[src/hdl/dcl_pkg.sv]
`default_nettype none
package dcl_pkg;

    // Register indexes on the configuration port
    localparam logic [2:0] REG_WHEELBASE = 3'd0;
    localparam logic [2:0] REG_STEER_LIM = 3'd1;
    localparam logic [2:0] REG_SPEED_LIM = 3'd2;
    localparam logic [2:0] REG_ACCEL_LIM = 3'd3;
    localparam logic [2:0] REG_COMFORT   = 3'd4;
    localparam logic [2:0] REG_EMERG     = 3'd5;
    localparam logic [2:0] REG_TIMEOUT   = 3'd6;
    localparam logic [2:0] REG_LEAD      = 3'd7;

    // Item kinds
    localparam logic [1:0] OP_CMD  = 2'd0;
    localparam logic [1:0] OP_ODOM = 2'd1;
    localparam logic [1:0] OP_TICK = 2'd2;

    localparam int DT_CAP_US_DEF = 100000;
    localparam logic [23:0] TIMEOUT_RST = 24'd500000;
    localparam logic [15:0] LEAD_RST    = 16'd1000;

    // CORDIC geometry: angle in 2^-20 rad, vector in 2^-24
    localparam int CORDIC_STEPS = 20;
    localparam int ANG_W = 22;
    localparam int Z_W   = 24;
    localparam int XY_W  = 28;
    localparam logic signed [Z_W-1:0] PI_Q20      = 24'sd3294199;
    localparam logic signed [Z_W-1:0] HALF_PI_Q20 = 24'sd1647099;

    // Shared divider geometry
    localparam int DIVN_W = 54;
    localparam int DIVD_W = 44;

    localparam int MICRO = 1000000;
    localparam int HALF_MICRO = 500000;

    // floor(n / 1e6) = ((n >> 6) * V_RECIP) >> V_RECIP_SH for any n below 2^36
    localparam logic [30:0] V_RECIP    = 31'd1125899907;
    localparam int          V_RECIP_SH = 44;

    typedef enum logic [3:0] {
        ST_IDLE, ST_INTEG, ST_CLAMP, ST_VDIV, ST_VWAIT, ST_TAN, ST_TANWAIT,
        ST_SCALE, ST_PROD, ST_YDIV, ST_YWAIT, ST_OUT
    } state_t;

    // Arctangent of 2^-i in 2^-20 rad
    function automatic logic signed [Z_W-1:0] dcl_atan(input logic [4:0] i);
        logic signed [Z_W-1:0] r;
        case (i)
            5'd0:  r = 24'sd823550;
            5'd1:  r = 24'sd486170;
            5'd2:  r = 24'sd256879;
            5'd3:  r = 24'sd130396;
            5'd4:  r = 24'sd65451;
            5'd5:  r = 24'sd32757;
            5'd6:  r = 24'sd16383;
            5'd7:  r = 24'sd8192;
            5'd8:  r = 24'sd4096;
            5'd9:  r = 24'sd2048;
            5'd10: r = 24'sd1024;
            5'd11: r = 24'sd512;
            5'd12: r = 24'sd256;
            5'd13: r = 24'sd128;
            5'd14: r = 24'sd64;
            5'd15: r = 24'sd32;
            5'd16: r = 24'sd16;
            5'd17: r = 24'sd8;
            5'd18: r = 24'sd4;
            5'd19: r = 24'sd2;
            default: r = 24'sd0;
        endcase
        return r;
    endfunction

endpackage
`default_nettype wire

[src/hdl/dcl_cordic.sv]
`default_nettype none
module dcl_cordic
    import dcl_pkg::*;
(
    input  wire logic                    aclk,
    input  wire logic                    aresetn,
    input  wire logic                    start,
    input  wire logic signed [ANG_W-1:0] angle,
    output logic                         done,
    output logic signed [XY_W-1:0]       x_out,
    output logic signed [XY_W-1:0]       y_out
);

    logic signed [XY_W-1:0] x_reg, y_reg;
    logic signed [Z_W-1:0]  z_reg;
    logic signed [Z_W-1:0]  z_in;
    logic [4:0]             i_reg;
    logic                   busy_reg, done_reg;
    logic signed [XY_W-1:0] xs, ys;

    // Fold the angle into +-pi/2
    always_comb begin
        z_in = Z_W'(angle);
        if (z_in > HALF_PI_Q20) begin
            z_in = z_in - PI_Q20;
        end else if (z_in < -HALF_PI_Q20) begin
            z_in = z_in + PI_Q20;
        end
    end

    assign xs = x_reg >>> i_reg;
    assign ys = y_reg >>> i_reg;

    // Control: one rotation per cycle
    always_ff @(posedge aclk) begin
        if (!aresetn) begin
            busy_reg <= 1'b0;
            done_reg <= 1'b0;
            i_reg    <= '0;
        end else begin
            done_reg <= 1'b0;
            if (start) begin
                busy_reg <= 1'b1;
                i_reg    <= '0;
            end else if (busy_reg) begin
                i_reg <= i_reg + 5'd1;
                if (i_reg == 5'(CORDIC_STEPS - 1)) begin
                    busy_reg <= 1'b0;
                    done_reg <= 1'b1;
                end
            end
        end
    end

    // Rotate the vector
    always_ff @(posedge aclk) begin
        if (start) begin
            x_reg <= XY_W'(1) <<< 24;
            y_reg <= '0;
            z_reg <= z_in;
        end else if (busy_reg) begin
            if (z_reg >= 0) begin
                x_reg <= x_reg - ys;
                y_reg <= y_reg + xs;
                z_reg <= z_reg - dcl_atan(i_reg);
            end else begin
                x_reg <= x_reg + ys;
                y_reg <= y_reg - xs;
                z_reg <= z_reg + dcl_atan(i_reg);
            end
        end
    end

    assign done  = done_reg;
    assign x_out = x_reg;
    assign y_out = y_reg;

endmodule
`default_nettype wire

[config.mk]
export PLATFORM = sky130hd
export DESIGN_NAME = dcl_cordic
export DESIGN_NICKNAME = d
export VERILOG_FILES = /design/src/hdl/dcl_pkg.sv /design/src/hdl/dcl_cordic.sv
export SDC_FILE = /design/constraint.sdc
export NUM_CORES = 1
export LEC_CHECK = 0
export BUFFER_PORTS_ARGS = -buffer_cell sky130_fd_sc_hd__clkbuf_2
export CAP_MARGIN = 20
export CORE_MARGIN = 2
export CORE_UTILIZATION = 40
export CTS_BUF_LIST = sky130_fd_sc_hd__clkbuf_2
export CTS_CLUSTER_SIZE = 24
export DETAILED_ROUTE_END_ITERATION = 10
export GPL_TIMING_DRIVEN = 0
export PLACE_DENSITY = 0.58
export SETUP_SLACK_MARGIN = 0.15
export SYNTH_ARGS = -nofsm -noshare
export SYNTH_HDL_FRONTEND = slang
export SYNTH_SLANG_ARGS = --single-unit
export TNS_END_PERCENT = 100
[constraint.sdc]
create_clock -name aclk -period 5.45 [get_ports aclk]
set_input_delay 1.3625 -clock aclk [delete_from_list [all_inputs] [get_ports aclk]]
set_output_delay 1.3625 -clock aclk [all_outputs]
set_load 0.01 [all_outputs]
==> flow_metrics.py <==
metrics = {
    "run_status": {
        "status": "finished, final reports clean",
    },
    "global_routing": {
        "grt_max_degree": 25,
        "grt_pass1_wl_um": 82400,
        "grt_pass1_vias": 13500,
        "grt_usage": 0.301,
        "grt_antenna_before_repair": 2,
        "grt_overflow": 0,
    },
    "synthesis": {
        "ys_ff_latch": 107,
        "synth_edf_count": 24,
        "synth_top_cell_area_share": 0.120,
        "synthFlopType": "dfxtp_1",
        "synth_async_sr_flop_share": 0,
        "synth_common_cells": "nor2_1 (183), nand2_1 (123), a21oi_1 (115)",
        "yosysTopAreaCell": "dfxtp_1",
        "yosysSeqAreaShare": 0.173,
        "yosys.cell_types.count": 95,
        "synthCells": 1690,
        "avgSynthCellArea_um2": 8.17,
        "syn-num-nets": 1814,
        "yosysWarningCount": 0,
        "yosysMostFrequentCell": "nor2_1",
        "syn-cell-area_um2": 13800,
        "synth_area_leaders": "dfxtp_1 (12%), ha_1 (8.7%), mux4_2 (8.0%)",
    },
    "sta": {
        "finalCritPeriodShare": 0.986,
        "fin_ws_ps": 75.2,
        "finalHoldViolCount": 0,
        "worst_pin_slew_ps": 1150,
        "fmax_mhz": 186,
        "maxSlewHeadroom": 0.233,
        "finalSetupViolations": 0,
        "finalCriticalPeriod_ps": 5370,
        "slew_violations": 0,
        "skew_ps": 45.7,
        "rsz0062_at_grt": "true",
    },
    "cells_and_area": {
        "final_core_utilization": 0.492,
        "area_delta_synth_final_pct": 22.2,
        "nNetsFinal": 2000,
        "drive_above_1_share": 0.256,
    },
    "routing": {
        "drc_errors": 0,
        "via_per_inst": 6.19,
        "first_iter_violations": 1373,
        "wire_per_inst_um": 23.8,
        "vias": 14500,
        "drtPass1Iterations": 7,
        "drtAntennaViolNets": 0,
        "wirelength_um": 55500,
    },
    "setup_path": {
        "regToRegEndpoint": "x_out[25]",
        "rr_worst_depth": 21,
        "r2r-start": "i_reg[1]",
        "crit_path_end": "x_out[25]",
        "cp-start-kind": "flip-flop",
        "cp.arrival_ps": 6130,
        "path_max_fanout": 8,
        "critPathRequiredTime_ps": 6210,
        "end_kind": "flip-flop",
        "cp-startpoint": "i_reg[1]",
        "crit_type": "reg2reg",
        "r2r_setup_slack_ps": 80,
    },
    "placement": {
        "dpl.hpwl_um": 41600,
        "gp_congestion": 0.982,
        "dpl_worst_slack_ps": -1110,
        "io_buffers": 72,
    },
    "power_and_ir_drop": {
        "powerDensity_nw_per_um2": 640,
        "vdd_drop_max_uv": 330,
        "p_leak_nw": 7.09,
    },
    "clocking": {
        "cts-root-buf": "clkbuf_2",
        "h-tree-depth": 3,
        "path_clk_slew_ps": 350,
        "clockBufferDepth": 2,
        "cts_made_buffers": 9,
        "hold_buffers": 0,
        "clkSinkCount": 107,
        "clk_latency_ps": 810,
        "cts_tree": "done",
    },
    "floorplan": {
        "die_height_um": 190,
        "start_util": 0.403,
        "io_pins": 82,
        "fp.coreArea_um2": 34300,
        "die-area_um2": 36000,
        "die_w_um": 190,
        "fp-row-count": 68,
    },
    "job": {
        "cap_violations": 0,
    },
    "worst_hold_path": {
        "hold_path.class": "reg2reg",
        "hold_depth": 2,
    },
}
## worst min path at each step
stage | slack (ps) | end | startpoint
4_1_cts | 550 | x_out[0] | x_out[0]
2_1_floorplan | 520 | x_out[0] | x_out[0]
3_3_place_gp | 510 | x_out[0] | x_out[0]
5_1_grt | 610 | x_out[0] | x_out[0]
3_5_place_dp | 520 | x_out[0] | x_out[0]
6_report | 550 | x_out[0] | x_out[0]
## cell type report
class | count | area [µm²]
diodes | 2 | 5.00
plain buffers | 89 | 627
clock buffers | 9 | 45.0
clock inverters | 7 | 90.1
fillers | 3408 | 17400
inverters | 50 | 189
multi-input cells | 1444 | 11700
flip-flops and latches | 107 | 2400
well taps | 455 | 569
repair buffers | 175 | 1270
## what timing repair did
item,4_1_cts,5_1_grt
endpoints found under the hold margin,0,0
pin swaps,47,66
buffers inserted,44,53
gates resized for setup,147,128
setup endpoints to repair,30,24
cloned,1,3
## power breakdown
group	total [W]	switching, W	internal, W
Combinational	0.00873	0.00464	0.00409
Clock	0.000472	0.000348	0.000124
Sequential	0.00160	0.000503	0.00109
Total	0.0108	0.00549	0.00531
## cells in the final DEF, fill, tap and decap left out, drive strengths merged, types with 81 or more instances in the layout
cell,instances
buf,134
ha,96
clkbuf,138
nand2,123
mux2i,86
o21ai,97
a21oi,116
nor2,183
dfxtp,83
xnor2,81
## metal layers
metal,up-vias,GRT usage,wire (µm)
met5,-,0,0
li1,6689,-,-
met4,0,0.138,2760
met1,7016,0.385,23000
met3,133,0.0500,3990
met2,627,0.498,25800
## cell families after synthesis
group | Yosys count | share of synthesized area
AOI/OAI and AO/OA | 475 | 0.230
xor gates and xnor gates | 148 | 0.0939
adders and majority gates | 99 | 0.0913
buffers and inverters | 139 | 0.0457
DFF | 107 | 0.173
muxes | 171 | 0.172
and+or+nand+nor | 551 | 0.195
## through the flow
stage	power [W]	hold slack [ps]	cell area [µm²]	setup TNS [ps]	std cells
after floorplan	0.00686	519	13800	0	1690
after global placement	0.00852	511	14700	-16590	2217
after detailed placement	0.00859	525	14700	-15520	2217
after CTS	0.00982	551	15800	0	2278
after global routing	0.0117	605	16900	-473	2338
final	0.0108	545	16900	0	2338
## critical path, stage by stage, from the launching register on
cell      delay [ps]
dfxtp_4          460
buf_12           150
buf_12           140
buf_12           150
mux4_2           330
mux2i_1          400
a222oi_1         250
or2_1            290
or4_4            580
or3_4            390
nand3b_4         170
a32o_1           290
a21oi_4          190
ha_4             250
a21oi_4          170
o21ai_1          110
a21o_1           180
a21o_1           190
a221oi_2         260
xnor2_1          160
mux2i_1          110
nor2_1           130
Power figures use the tool's default switching activity.
