[config.mk]
export PLATFORM = sky130hd
export DESIGN_NAME = dcl_divider
export DESIGN_NICKNAME = d
export VERILOG_FILES = /design/src/hdl/dcl_pkg.sv /design/src/hdl/dcl_divider.sv
export SDC_FILE = /design/constraint.sdc
export NUM_CORES = 1
export LEC_CHECK = 0
export BUFFER_PORTS_ARGS = -buffer_cell sky130_fd_sc_hd__buf_4
export CAP_MARGIN = 10
export CORE_ASPECT_RATIO = 1.25
export CORE_MARGIN = 2
export CORE_UTILIZATION = 50
export CTS_BUF_LIST = sky130_fd_sc_hd__clkbuf_4 sky130_fd_sc_hd__clkbuf_8 sky130_fd_sc_hd__clkbuf_16
export DETAILED_ROUTE_END_ITERATION = 16
export PLACE_DENSITY_LB_ADDON = 0.3
export SLEW_MARGIN = 20
export SYNTH_ARGS = -nofsm -noshare
export SYNTH_HDL_FRONTEND = slang
export SYNTH_SLANG_ARGS = --single-unit
[constraint.sdc]
create_clock -name aclk -period 3.76 [get_ports aclk]
set_clock_uncertainty 0.05 [all_clocks]
set_input_delay 0.564 -clock aclk [delete_from_list [all_inputs] [get_ports aclk]]
set_output_delay 0.564 -clock aclk [all_outputs]
set_load 0.05 [all_outputs]
[src/hdl/dcl_pkg.sv]
`default_nettype none
package dcl_pkg;

    // Register indexes on the configuration port
    localparam logic [2:0] REG_WHEELBASE = 3'd0;
    localparam logic [2:0] REG_STEER_LIM = 3'd1;
    localparam logic [2:0] REG_SPEED_LIM = 3'd2;
    localparam logic [2:0] REG_ACCEL_LIM = 3'd3;
    localparam logic [2:0] REG_COMFORT   = 3'd4;
    localparam logic [2:0] REG_EMERG     = 3'd5;
    localparam logic [2:0] REG_TIMEOUT   = 3'd6;
    localparam logic [2:0] REG_LEAD      = 3'd7;

    // Item kinds
    localparam logic [1:0] OP_CMD  = 2'd0;
    localparam logic [1:0] OP_ODOM = 2'd1;
    localparam logic [1:0] OP_TICK = 2'd2;

    localparam int DT_CAP_US_DEF = 100000;
    localparam logic [23:0] TIMEOUT_RST = 24'd500000;
    localparam logic [15:0] LEAD_RST    = 16'd1000;

    // CORDIC geometry: angle in 2^-20 rad, vector in 2^-24
    localparam int CORDIC_STEPS = 20;
    localparam int ANG_W = 22;
    localparam int Z_W   = 24;
    localparam int XY_W  = 28;
    localparam logic signed [Z_W-1:0] PI_Q20      = 24'sd3294199;
    localparam logic signed [Z_W-1:0] HALF_PI_Q20 = 24'sd1647099;

    // Shared divider geometry
    localparam int DIVN_W = 54;
    localparam int DIVD_W = 44;

    localparam int MICRO = 1000000;
    localparam int HALF_MICRO = 500000;

    // floor(n / 1e6) = ((n >> 6) * V_RECIP) >> V_RECIP_SH for any n below 2^36
    localparam logic [30:0] V_RECIP    = 31'd1125899907;
    localparam int          V_RECIP_SH = 44;

    typedef enum logic [3:0] {
        ST_IDLE, ST_INTEG, ST_CLAMP, ST_VDIV, ST_VWAIT, ST_TAN, ST_TANWAIT,
        ST_SCALE, ST_PROD, ST_YDIV, ST_YWAIT, ST_OUT
    } state_t;

    // Arctangent of 2^-i in 2^-20 rad
    function automatic logic signed [Z_W-1:0] dcl_atan(input logic [4:0] i);
        logic signed [Z_W-1:0] r;
        case (i)
            5'd0:  r = 24'sd823550;
            5'd1:  r = 24'sd486170;
            5'd2:  r = 24'sd256879;
            5'd3:  r = 24'sd130396;
            5'd4:  r = 24'sd65451;
            5'd5:  r = 24'sd32757;
            5'd6:  r = 24'sd16383;
            5'd7:  r = 24'sd8192;
            5'd8:  r = 24'sd4096;
            5'd9:  r = 24'sd2048;
            5'd10: r = 24'sd1024;
            5'd11: r = 24'sd512;
            5'd12: r = 24'sd256;
            5'd13: r = 24'sd128;
            5'd14: r = 24'sd64;
            5'd15: r = 24'sd32;
            5'd16: r = 24'sd16;
            5'd17: r = 24'sd8;
            5'd18: r = 24'sd4;
            5'd19: r = 24'sd2;
            default: r = 24'sd0;
        endcase
        return r;
    endfunction

endpackage
`default_nettype wire

[src/hdl/dcl_divider.sv]
`default_nettype none
module dcl_divider
    import dcl_pkg::*;
(
    input  wire logic              aclk,
    input  wire logic              aresetn,
    input  wire logic              start,
    input  wire logic [DIVN_W-1:0] dividend,
    input  wire logic [DIVD_W-1:0] divisor,
    output logic                   busy,
    output logic                   done,
    output logic [DIVN_W-1:0]      quotient
);

    localparam int CNT_W = $clog2(DIVN_W);

    logic [DIVD_W:0]   rem_reg;
    logic [DIVN_W-1:0] quo_reg;
    logic [DIVD_W-1:0] div_reg;
    logic [CNT_W-1:0]  cnt_reg;
    logic              busy_reg, done_reg;
    logic [DIVD_W:0]   rem_sh;
    logic              take;

    // One restoring step: shift in a dividend bit, subtract if it fits
    assign rem_sh = {rem_reg[DIVD_W-1:0], quo_reg[DIVN_W-1]};
    assign take   = rem_sh >= {1'b0, div_reg};

    always_ff @(posedge aclk) begin
        if (!aresetn) begin
            busy_reg <= 1'b0;
            done_reg <= 1'b0;
            cnt_reg  <= '0;
        end else begin
            done_reg <= 1'b0;
            if (start) begin
                busy_reg <= 1'b1;
                cnt_reg  <= '0;
            end else if (busy_reg) begin
                cnt_reg <= cnt_reg + CNT_W'(1);
                if (cnt_reg == CNT_W'(DIVN_W - 1)) begin
                    busy_reg <= 1'b0;
                    done_reg <= 1'b1;
                end
            end
        end
    end

    always_ff @(posedge aclk) begin
        if (start) begin
            rem_reg <= '0;
            quo_reg <= dividend;
            div_reg <= divisor;
        end else if (busy_reg) begin
            rem_reg <= take ? (rem_sh - {1'b0, div_reg}) : rem_sh;
            quo_reg <= {quo_reg[DIVN_W-2:0], take};
        end
    end

    assign busy     = busy_reg;
    assign done     = done_reg;
    assign quotient = quo_reg;

endmodule
`default_nettype wire

==> flow_summary.json <==
{
  "cts_tree": "done",
  "finalMaxSlewViolations": 0,
  "cp.required_ns": 4.03,
  "cts_hold_buffers": 0,
  "drc": 0,
  "hp-class": "in -> reg",
  "fin_util_pct": 62.4,
  "diodes": 0,
  "ys_seq_area_share_pct": 46.0,
  "yosysMostFrequentCell": "edfxtp_1",
  "areaGrowthSynthToFinish_pct": 21.9,
  "critical_path_class": "reg -> reg",
  "routed-wl-met3_um": 1470,
  "grt_remaining_overflow": 0,
  "setup_viol": 0,
  "syn_nets": 1007,
  "grt_antenna_before_repair": 0,
  "drive_gt1_share_pct": 26.3,
  "dp_cells": 1197,
  "start_kind": "register",
  "switchingPower_mw": 1.69,
  "viasPerCell": 5.63,
  "post-route-period-util_pct": 85.5,
  "rsz0062_at_grt": "no",
  "seq_power_share_pct": 40.0,
  "synthTopCellsByArea": "edfxtp_1 (34%), dfxtp_1 (12%), mux2_2 (7.0%), ha_1 (6.6%), a21oi_1 (4.4%)",
  "vias": 6919,
  "start_util_pct": 51.2,
  "routed_wl_um": 20500,
  "leakagePower_nw": 4.63,
  "grt_pass1_vias": 6864,
  "relSlewSlack_pct": 56.9,
  "die-area_um2": 18400,
  "hold_ws_ns": 0.255,
  "io_buffers": 156,
  "finalSetupTns_ns": 0,
  "track_usage_pct": 23.0,
  "hpwl_um": 15100,
  "clock_latency_ns": 0.43,
  "synth_warnings": 0,
  "ys_types": 66,
  "cts.path.max_buffers": 2,
  "ant_nets": 0,
  "core_um2": 16900,
  "cts_resized": 0,
  "die_w_um": 122,
  "grt_pass1_wl_um": 33300,
  "clock.fmax_mhz": 311,
  "htreeDepth": 4,
  "cellPowerDensity_nw_per_um2": 477,
  "dieHeight_um": 151,
  "place_congestion": 0.930,
  "internal-power_mw": 3.35,
  "cts_setup_buffers": 0,
  "ys_seq_elements": 150,
  "ir_drop_mv": 0.340,
  "wl_met1_um": 8450,
  "instances_no_fill": 1229,
  "largest_reg_flops": 54,
  "cts-root-buf": "clkbuf_16",
  "crit_arrival_ns": 3.49,
  "clk_pin_slew_ns": 0.07,
  "synth.cell_area_um2": 8660,
  "outcome": "complete, no violations",
  "async_reset_ff_share_pct": 0,
  "synth_top_cells_by_count": "edfxtp_1 (98), nor2_1 (81), a21oi_1 (76), inv_1 (60), mux2_2 (54)",
  "layout_min_cycle_time_ns": 3.22,
  "numCtsBuffers": 17,
  "ys.flop_type": "edfxtp_1",
  "highest_layer": "met4",
  "cts.sink_count": 150,
  "switching_share_pct": 33.4,
  "hold_violations": 0,
  "synth_edf_count": 98,
  "worstPathMaxFanout": 8,
  "cap_violations": 0,
  "yosysTopAreaCell": "edfxtp_1",
  "fp-row-count": 53,
  "drtIter0Drc": 400,
  "post-place-ws_ns": 0.607,
  "nNetsFinal": 1144,
  "p_clk_share_pct": 32.3,
  "wl_met2_um": 10100,
  "yosysTopAreaCellShare_pct": 34.0,
  "pin_count": 157,
  "drt_pass1_iterations": 5,
  "min_path_cells": 1,
  "fin_ws_ns": 0.545,
  "p_comb_share_pct": 27.7,
  "synth_cells": 859,
  "end_kind": "register",
  "worst_pin_slew_ns": 0.646,
  "syn_avg_cell_area_um2": 10.1,
  "grt_max_degree": 91,
  "post_drt_wl_per_cell_um": 16.7,
  "worstRegToRegCells": 11
}
-- layout by cell type, fill, tap and decap left out, types with 4 or more instances in the layout --
cell type,synthesis,routed
clkinvlp_4,0,4
or4_1,4,4
xor2_1,15,15
a21oi_1,76,76
ha_1,46,46
buf_4,5,164
o21bai_1,13,13
clkbuf_16,0,17
mux2i_1,13,13
edfxtp_1,98,98
inv_1,60,59
o31ai_1,5,5
nand3_1,10,10
nor2_1,81,81
a21o_1,27,27
and3_1,12,12
xnor2_1,24,24
a31oi_1,5,5
nor3_1,9,9
and4_1,4,4
o21ai_0,17,17
nor2b_1,7,7
o21a_1,8,8
nand2_1,51,51
mux2_2,54,54
o21ai_1,8,8
nand4_1,15,15
a221oi_1,4,4
a211oi_1,37,37
dfxtp_1,52,51
nand2b_1,4,4
-- logic make-up after synthesis --
family / Yosys count / share of synthesized area [%]
simple gates: 215 / 12.0
buf+inv: 110 / 5.04
fa+ha+maj: 47 / 6.88
compound gates: 231 / 17.6
xor+xnor: 39 / 3.94
flops: 150 / 46.0
mux: 67 / 8.52
-- critical path, cell delays in order, from the launching register on --
cell and delay [ns]:
edfxtp_1 0.32, inv_1 0.04, ha_1 0.38, a21o_1 0.22, o21bai_1 0.19, a221oi_1 0.52
nand3_1 0.18, nor3_1 0.48, nor3_1 0.12, a31oi_1 0.24, xor2_1 0.09, a211oi_1 0.28
-- final timing paths --
path,to,slack [ns],from
worst max-delay path,rem_reg[39],0.54,div_reg[18]
worst min-delay path,div_reg[21],0.26,divisor[21]
worst max register to register,rem_reg[39],0.54,div_reg[18]
worst min register to register,cnt_reg[5],0.44,cnt_reg[5]
-- layer usage --
| layer | track usage (%) | up-vias |
|---|---|---|
| met5 | 0 | - |
| met4 | 7.64 | 0 |
| met3 | 6.97 | 27 |
| met2 | 40.1 | 217 |
| met1 | 27.1 | 3246 |
| li1 | - | 3429 |
-- per-stage QoR --
step                power, mW  cell area [µm²]
floorplan                3.04             8660
global placement         3.43            10000
detailed placement       3.44            10000
CTS                      5.07            10600
global route             5.27            10600
finish                   5.04            10600
-- power by group through the flow --
stage | sequential [mW] | clock, mW | combinational (mW)
2_1_floorplan | 2.24 | 0 | 0.799
3_3_place_gp | 2.05 | 0 | 1.38
3_5_place_dp | 2.05 | 0 | 1.39
4_1_cts | 2.02 | 1.65 | 1.40
5_1_grt | 2.04 | 1.71 | 1.52
6_report | 2.02 | 1.63 | 1.40
-- layout make-up --
class                   instances  area (µm²)
multi-input cells             599        4240
clock inverters                14         120
flip-flops and latches        150        3990
fillers                      1432        6350
clock buffers                  18         433
well taps                     220         275
inverters                      62         233
repair buffers                166        1270
Power figures use the tool's default switching activity.
